--- src/hdl/rhc_pkg.sv ---
`timescale 1ns / 1ps
// ----------------------------------------------------------------------------
// rhc_pkg
// Shared widths, codes and pipeline payload types for the RGB to HSL converter.
// ----------------------------------------------------------------------------
package rhc_pkg;

  localparam int FRAC_BITS = 12;
  localparam int CH_W      = 8;
  localparam int SUM_W     = CH_W + 1;
  localparam int HUE_W     = 12;
  localparam int SAT_W     = 13;

  // One quotient bit per divider step; the extra top bit covers a full saturation.
  localparam int Q_W       = FRAC_BITS + 1;

  // The hue divisor is 6*diff, which needs three bits more than a channel.
  localparam int HDIV_W    = CH_W + 3;
  localparam int HREM_W    = HDIV_W + 1;
  localparam int SDIV_W    = CH_W;
  localparam int SREM_W    = SDIV_W + 1;

  typedef enum logic [1:0] {
    REG_RED,
    REG_GREEN,
    REG_BLUE
  } rhc_region_t;

  // Payload carried through the divider stages.
  typedef struct packed {
    logic [HREM_W-1:0] hrem;
    logic [HDIV_W-1:0] hdiv;
    logic [SREM_W-1:0] srem;
    logic [SDIV_W-1:0] sdiv;
    logic [Q_W-1:0]    hq;
    logic [Q_W-1:0]    sq;
    logic [SUM_W-1:0]  lsum;
    logic              achrom;
  } rhc_div_t;

  typedef struct packed {
    logic [HUE_W-1:0] hue;
    logic [SAT_W-1:0] sat;
    logic [SUM_W-1:0] lsum;
    logic             achrom;
  } rhc_res_t;

endpackage

--- src/hdl/rhc_div_pipe.sv ---
`timescale 1ns / 1ps
// ----------------------------------------------------------------------------
// rhc_div_pipe
// Pipelined restoring divider that produces one hue and one saturation
// quotient bit per stage, most significant bit first.
// ----------------------------------------------------------------------------
module rhc_div_pipe (
  input  logic             clk,
  input  logic             rst_n,
  input  logic             en,
  input  logic             div_in_v,
  input  rhc_pkg::rhc_div_t div_in,
  output logic             div_out_v,
  output rhc_pkg::rhc_div_t div_out
);
  import rhc_pkg::*;

  logic     v_r     [Q_W];
  rhc_div_t stage_r [Q_W];

  for (genvar i = 0; i < Q_W; i++) begin : g_step
    logic     vin;
    rhc_div_t src;
    rhc_div_t nxt;

    if (i == 0) begin : g_first
      assign vin = div_in_v;
      assign src = div_in;
    end else begin : g_next
      assign vin = v_r[i-1];
      assign src = stage_r[i-1];
    end

    always_comb begin
      logic              hbit;
      logic              sbit;
      logic [HREM_W-1:0] hsub;
      logic [SREM_W-1:0] ssub;
      hbit = (src.hrem >= {1'b0, src.hdiv});
      hsub = hbit ? (src.hrem - {1'b0, src.hdiv}) : src.hrem;
      sbit = (src.srem >= {1'b0, src.sdiv});
      ssub = sbit ? (src.srem - {1'b0, src.sdiv}) : src.srem;
      nxt        = src;
      // The remainder is below the divisor here, so the shift cannot overflow.
      nxt.hrem   = {hsub[HREM_W-2:0], 1'b0};
      nxt.srem   = {ssub[SREM_W-2:0], 1'b0};
      nxt.hq     = {src.hq[Q_W-2:0], hbit};
      nxt.sq     = {src.sq[Q_W-2:0], sbit};
    end

    always_ff @(posedge clk) begin
      if (!rst_n) begin
        v_r[i] <= 1'b0;
      end else if (en) begin
        v_r[i] <= vin;
      end
    end

    always_ff @(posedge clk) begin
      if (en) begin
        stage_r[i] <= nxt;
      end
    end
  end

  assign div_out_v = v_r[Q_W-1];
  assign div_out   = stage_r[Q_W-1];

endmodule

--- src/hdl/rgb_to_hsl_converter.sv ---
`timescale 1ns / 1ps
// ----------------------------------------------------------------------------
// rgb_to_hsl_converter
// Converts one 8-bit RGB pixel per item to fixed-point hue, saturation and
// the max+min lightness sum.
// ----------------------------------------------------------------------------
//  Channel  | Handshake            | Payload
//  ---------+----------------------+---------------------------------------------
//  input    | in_valid / in_stall  | in_red, in_green, in_blue
//  result   | out_valid / out_stall| out_hue, out_saturation, out_lightness_sum,
//           |                      | out_achromatic
//
// One item enters per clock while in_stall is low; it passes stage 1, stage 2,
// the divider, which resolves one quotient bit per stage, and the output register.
// Reset (rst_n low, synchronous) clears all valid bits; no clearing pass.
// A stalled result parks one item in a skid register; the pipeline freezes
// only while that register is full, so nothing is lost or repeated.
// ----------------------------------------------------------------------------
module rgb_to_hsl_converter (
  input  logic                      clk,
  input  logic                      rst_n,
  input  logic                      in_valid,
  output logic                      in_stall,
  input  logic [rhc_pkg::CH_W-1:0]  in_red,
  input  logic [rhc_pkg::CH_W-1:0]  in_green,
  input  logic [rhc_pkg::CH_W-1:0]  in_blue,
  output logic                      out_valid,
  input  logic                      out_stall,
  output logic [rhc_pkg::HUE_W-1:0] out_hue,
  output logic [rhc_pkg::SAT_W-1:0] out_saturation,
  output logic [rhc_pkg::SUM_W-1:0] out_lightness_sum,
  output logic                      out_achromatic
);
  import rhc_pkg::*;

  logic en;

  // Stage 1: extremes, spread and sum.
  logic               s1_v_r;
  logic [CH_W-1:0]    s1_diff_r;
  logic [SUM_W-1:0]   s1_sum_r;
  rhc_region_t        s1_reg_r;
  logic signed [CH_W:0] s1_delta_r;

  logic [CH_W-1:0]    mx;
  logic [CH_W-1:0]    mn;
  rhc_region_t        s1_reg_nxt;
  logic signed [CH_W:0] s1_delta_nxt;

  // Stage 2: divider operands.
  logic               s2_v_r;
  rhc_div_t           s2_r;
  rhc_div_t           s2_nxt;

  logic               lst_v;
  rhc_div_t           lst;
  rhc_res_t           lst_res;

  logic               out_valid_r;
  rhc_res_t           out_r;
  logic               out_valid_nxt;
  rhc_res_t           out_nxt;
  logic               skid_valid_r;
  rhc_res_t           skid_r;
  logic               skid_valid_nxt;
  logic               out_ld;

  assign en       = !skid_valid_r;
  assign in_stall = skid_valid_r;

  always_comb begin
    mx = in_red;
    if (in_green > mx) mx = in_green;
    if (in_blue > mx) mx = in_blue;
    mn = in_red;
    if (in_green < mn) mn = in_green;
    if (in_blue < mn) mn = in_blue;

    // Ties go to red first, then green.
    if (in_red >= in_green && in_red >= in_blue) begin
      s1_reg_nxt   = REG_RED;
      s1_delta_nxt = $signed({1'b0, in_green}) - $signed({1'b0, in_blue});
    end else if (in_green >= in_blue) begin
      s1_reg_nxt   = REG_GREEN;
      s1_delta_nxt = $signed({1'b0, in_blue}) - $signed({1'b0, in_red});
    end else begin
      s1_reg_nxt   = REG_BLUE;
      s1_delta_nxt = $signed({1'b0, in_red}) - $signed({1'b0, in_green});
    end
  end

  always_ff @(posedge clk) begin
    if (!rst_n) begin
      s1_v_r <= 1'b0;
      s2_v_r <= 1'b0;
    end else if (en) begin
      s1_v_r <= in_valid;
      s2_v_r <= s1_v_r;
    end
  end

  always_ff @(posedge clk) begin
    if (en) begin
      s1_diff_r  <= mx - mn;
      s1_sum_r   <= {1'b0, mx} + {1'b0, mn};
      s1_reg_r   <= s1_reg_nxt;
      s1_delta_r <= s1_delta_nxt;
      s2_r       <= s2_nxt;
    end
  end

  always_comb begin
    logic [HDIV_W-1:0] d1;
    logic [HDIV_W-1:0] d6;
    logic [HDIV_W-1:0] hoff;
    logic [SUM_W-1:0]  den;
    d1  = HDIV_W'(s1_diff_r);
    d6  = (d1 << 2) + (d1 << 1);
    den = (s1_sum_r > SUM_W'(255)) ? (SUM_W'(510) - s1_sum_r) : s1_sum_r;
    case (s1_reg_r)
      REG_RED:   hoff = s1_delta_r[CH_W] ? d6 : '0;
      REG_GREEN: hoff = d1 << 1;
      REG_BLUE:  hoff = d1 << 2;
      default:   hoff = '0;
    endcase
    s2_nxt        = '0;
    // Hue numerator lands in 0 .. 6*diff-1, so the sum wraps into range.
    s2_nxt.hrem   = {1'b0, hoff + {{(HDIV_W-CH_W-1){s1_delta_r[CH_W]}}, s1_delta_r}};
    s2_nxt.hdiv   = d6;
    s2_nxt.srem   = {1'b0, s1_diff_r};
    s2_nxt.sdiv   = den[SDIV_W-1:0];
    s2_nxt.lsum   = s1_sum_r;
    s2_nxt.achrom = (s1_diff_r == '0);
  end

  rhc_div_pipe u_div (
    .clk       (clk),
    .rst_n     (rst_n),
    .en        (en),
    .div_in_v  (s2_v_r),
    .div_in    (s2_r),
    .div_out_v (lst_v),
    .div_out   (lst)
  );

  // A gray pixel has a zero hue divisor, so its quotients are forced to zero.
  always_comb begin
    lst_res.hue    = lst.achrom ? '0 : HUE_W'(lst.hq);
    lst_res.sat    = lst.achrom ? '0 : SAT_W'(lst.sq);
    lst_res.lsum   = lst.lsum;
    lst_res.achrom = lst.achrom;
  end

  assign out_ld = !out_valid_r || !out_stall;

  always_comb begin
    out_valid_nxt  = out_valid_r;
    out_nxt        = out_r;
    skid_valid_nxt = skid_valid_r;
    if (skid_valid_r) begin
      if (out_ld) begin
        out_valid_nxt  = 1'b1;
        out_nxt        = skid_r;
        skid_valid_nxt = 1'b0;
      end
    end else if (lst_v) begin
      if (out_ld) begin
        out_valid_nxt = 1'b1;
        out_nxt       = lst_res;
      end else begin
        skid_valid_nxt = 1'b1;
      end
    end else if (out_ld) begin
      out_valid_nxt = 1'b0;
    end
  end

  always_ff @(posedge clk) begin
    if (!rst_n) begin
      out_valid_r  <= 1'b0;
      skid_valid_r <= 1'b0;
    end else begin
      out_valid_r  <= out_valid_nxt;
      skid_valid_r <= skid_valid_nxt;
    end
  end

  always_ff @(posedge clk) begin
    out_r <= out_nxt;
    if (!skid_valid_r) begin
      skid_r <= lst_res;
    end
  end

  assign out_valid         = out_valid_r;
  assign out_hue           = out_r.hue;
  assign out_saturation    = out_r.sat;
  assign out_lightness_sum = out_r.lsum;
  assign out_achromatic    = out_r.achrom;

`ifndef ASSERT_OFF
  a_skid_needs_out: assert property (@(posedge clk) disable iff (!rst_n)
    skid_valid_r |-> out_valid_r)
    else $error("skid holds an item while the output register is empty");

  a_skid_on_stall: assert property (@(posedge clk) disable iff (!rst_n)
    $rose(skid_valid_r) |-> $past(out_valid_r && out_stall))
    else $error("skid filled without a stalled result");

  a_gray_zero: assert property (@(posedge clk) disable iff (!rst_n)
    (out_valid_r && out_r.achrom) |-> (out_r.hue == '0 && out_r.sat == '0))
    else $error("gray pixel with nonzero hue or saturation");

  a_gray_even_sum: assert property (@(posedge clk) disable iff (!rst_n)
    (out_valid_r && out_r.achrom) |-> (out_r.lsum[0] == 1'b0))
    else $error("gray pixel with odd lightness sum");
`endif

endmodule
--- config.mk ---
export PLATFORM = sky130hd
export DESIGN_NAME = rgb_to_hsl_converter
export DESIGN_NICKNAME = d
export VERILOG_FILES = /design/src/hdl/rhc_pkg.sv /design/src/hdl/rhc_div_pipe.sv /design/src/hdl/rgb_to_hsl_converter.sv
export SDC_FILE = /design/constraint.sdc
export NUM_CORES = 2
export LEC_CHECK = 0
export BUFFER_PORTS_ARGS = -buffer_cell sky130_fd_sc_hd__buf_2
export CELL_PAD_IN_SITES_DETAIL_PLACEMENT = 0
export CELL_PAD_IN_SITES_GLOBAL_PLACEMENT = 1
export CORE_ASPECT_RATIO = 2
export CORE_MARGIN = 2
export CORE_UTILIZATION = 50
export DETAILED_ROUTE_END_ITERATION = 10
export GPL_TIMING_DRIVEN = 1
export MAX_ROUTING_LAYER = met4
export PLACE_DENSITY_LB_ADDON = 0.15
export SLEW_MARGIN = 40
export SYNTH_ARGS = -nofsm -noshare
export SYNTH_HDL_FRONTEND = slang
export SYNTH_SLANG_ARGS = --single-unit
--- constraint.sdc ---
create_clock -name clk -period 58.2 [get_ports clk]
set_clock_uncertainty 0.2 [all_clocks]
set_input_delay 2.91 -clock clk [delete_from_list [all_inputs] [get_ports clk]]
set_output_delay 2.91 -clock clk [all_outputs]
set_load 0.02 [all_outputs]
==> impl_metrics.csv <==
group,metric,value,unit
timing,drv_slew,0,
synthesis,synth_top_family_by_area,"adder cells",
synthesis,netlist_instances,3070,
cts,cts.sink_count,866,
synthesis,yosys-top-cells-count,"edfxtp_1 (861), inv_1 (358), ha_1 (308)",
synthesis,syn_area,0.0424,mm²
synthesis,ys_async_sr_fraction,0,
timing,hold_viol_final,0,
synthesis,yosysTopAreaCellShare,0.610,
global_routing,grt_pass1_vias,23200,
cts,clkLatencyLatePin,0.67,ns
synthesis,synth-compound-area-share,0.0835,
global_routing,track_usage,0.181,
cts,clockBufferDepth,3,
synthesis,netlist_top_cells_area,"edfxtp_1 (61%), ha_1 (9.1%), mux2_2 (4.4%)",
floorplan,dieArea,0.0872,mm²
layout,area_delta_synth_final,10.3,%
cts,postCtsSetupRepairBufs,0,
min_path,hp-class,"flop to flop",
layout,diodes,0,
timing,tightest_slew,0.809,ns
synthesis,synthesis.nets,3437,
setup_path,end_kind,"flop",
synthesis,syn_avg_cell_area,13.8,µm²
synthesis,synth_warnings,0,
floorplan,placementRows,151,
cts,root_buffer,"clkbuf_16",
synthesis,synth-edff-count,861,
timing,slew_headroom,0.461,
layout,fillers,6971,
synthesis,synthAdderAreaFrac,0.106,
global_routing,grt_max_degree,148,
routing,drc,0,
timing,fin_setup_tns,0,ns
place,hpwl,52.9,mm
synthesis,synth_cell_types,78,
cts,cts_max_level,3,
cts,cts.repair.resized,0,
run,maxCapViolCount,0,
setup_path,crit_fanout,16,
synthesis,synth_simple_gate_area_frac,0.0672,
timing,min_period_over_period,0.140,
synthesis,synth-main-ff-cell,"edfxtp_1",
routing,wire_per_inst,17.3,µm
place,place_inst,4194,
synthesis,seq_area_frac_synth,0.613,
synthesis,synth.area.mux_share,0.0630,
routing,drtPass1Iterations,5,
layout,final_util,0.554,
cts,cts_made_buffers,79,
global_routing,antenna_found_initial,1,
timing,max_freq,123,MHz
routing,wl,75.2,mm
timing,setup_viol,0,
floorplan,ios,65,
synthesis,synthXorXnorAreaFrac,0.0329,
floorplan,die_h,416,µm
cts,cts_tree,"yes",
floorplan,die_width,210,µm
routing,drt-initial-drc-count,1340,
place,post-place-ws,49.39,ns
routing,vias,23200,
layout,stdcell_count,4338,
cts,hold_buffers,0,
setup_path,slowest_stage,"or2_1",
routing,ant_nets,0,
timing,fin_crit,8.12,ns
timing,layout_setup_ws,50.08,ns
global_routing,grt-ovfl-total,0,
timing,rsz0062_at_grt,"no",
synthesis,synth_most_common_cell,"edfxtp_1",
setup_path,cp-start-kind,"primary input",
synthesis,synth_top_area_cell,"edfxtp_1",
status,outcome,"completed",
place,io_buffers,64,
cts,clk_pin_slew,0.06,ns
setup_path,crit_arrival,8.33,ns
place,finalWeightedCongestion,0.845,
routing,vias_per_cell,5.34,
layout,drive_above_1_share,0.124,
layout,nNetsFinal,3571,
setup_path,critPathKind,"primary input to flop",
synthesis,ys_ff_latch,866,
setup_path,cp.required,58.41,ns
setup_path,cp_slowest_stage_delay,0.49,ns
floorplan,initial_core_util,0.503,
global_routing,grt_pass1_wl,122,mm
floorplan,design.core.area,0.0843,mm²
-- logic make-up (layout without fill, tap and decap cells) --
group | Yosys count | count (layout)
AND/OR/NAND/NOR | 545 | 545
XOR/XNOR | 159 | 159
flip-flops | 866 | 866
adder cells (fa/ha/maj) | 339 | 339
other | 1 | 1
buffers and inverters | 384 | 581
multiplexers | 244 | 244
AO/OA/AOI/OAI | 532 | 532
-- layout by cell type, fill, tap and decap left out, types with 30 or more instances in the layout --
cell type	n
a21oi_1	115
a21o_1	68
nand2b_1	43
o21ai_0	132
fa_1	31
clkbuf_16	79
inv_1	358
nor2b_1	92
ha_1	308
xor2_1	57
o21a_1	30
mux2_2	166
nand2_1	75
mux2i_1	62
nor2_1	158
xnor2_1	102
nand4_1	35
edfxtp_1	861
buf_2	64
-- path summary, 6_finish.rpt --
check,from,end,slack [ns],cells after the start
worst max-delay path,in_green[1],s1_sum_r[8]$_DFFE_PN_,50.08,28
worst min-delay path,u_div.stage_r[0][148]$_DFFE_PN_,u_div.stage_r[0][222]$_DFFE_PN_,0.20,0
worst max register to register,in_stall$_SDFF_PN0_,out_hue[4]$_DFFE_PP_,52.83,8
worst min register to register,u_div.stage_r[0][148]$_DFFE_PN_,u_div.stage_r[0][222]$_DFFE_PN_,0.20,0
-- flip-flops by register name, summed over array words and instances, names as in the netlist, named ones only --
name,flops
u_div.stage_r,707
s2_r,44
skid_r,35
out_saturation,13
u_div.v_r,13
out_hue,12
out_lightness_sum,9
s1_delta_r,9
s1_diff_r,8
s1_sum_r,8
s1_reg_r,2
in_stall,1
out_achromatic,1
out_valid,1
s1_v_r,1
s2_v_r,1
-- metrics by stage --
step                area [µm²]  hold WS [ns]
detailed placement       44100         0.205
global placement         44000         0.201
CTS                      46700         0.196
global route             46700         0.214
floorplan                42400         0.200
finish                   46700         0.204
-- final cells by class --
cell class,count,area [µm²],share of cell area
Timing Repair Buffer,78,467,0.00999
Tap cell,1071,1340,0.0287
Multi-Input combinational cell,1820,15000,0.320
Clock buffer,96,2040,0.0437
Sequential cell,866,26000,0.556
Inverter,359,1360,0.0291
Clock inverter,48,584,0.0125
-- worst max-delay path: cells and delay by family --
kind,cells,cell delay (ns)
AOI/OAI and AO/OA,12,2.16
muxes,1,0.36
adders and majority gates,4,1.05
and+or+nand+nor,7,1.27
buffers and inverters,4,0.56
-- per-layer routing --
metal  vias to the layer above  wire length (µm)  track usage
met3                       100              2190       0.0230
met4                         0              1510       0.0535
met5                         -                 0            -
met1                     11300             35500        0.241
met2                       279             36000        0.291
li1                      11500                 -            -
Power is not shown: default switching activity piles up to over one toggle a cycle in this logic, so the estimate is an artifact.
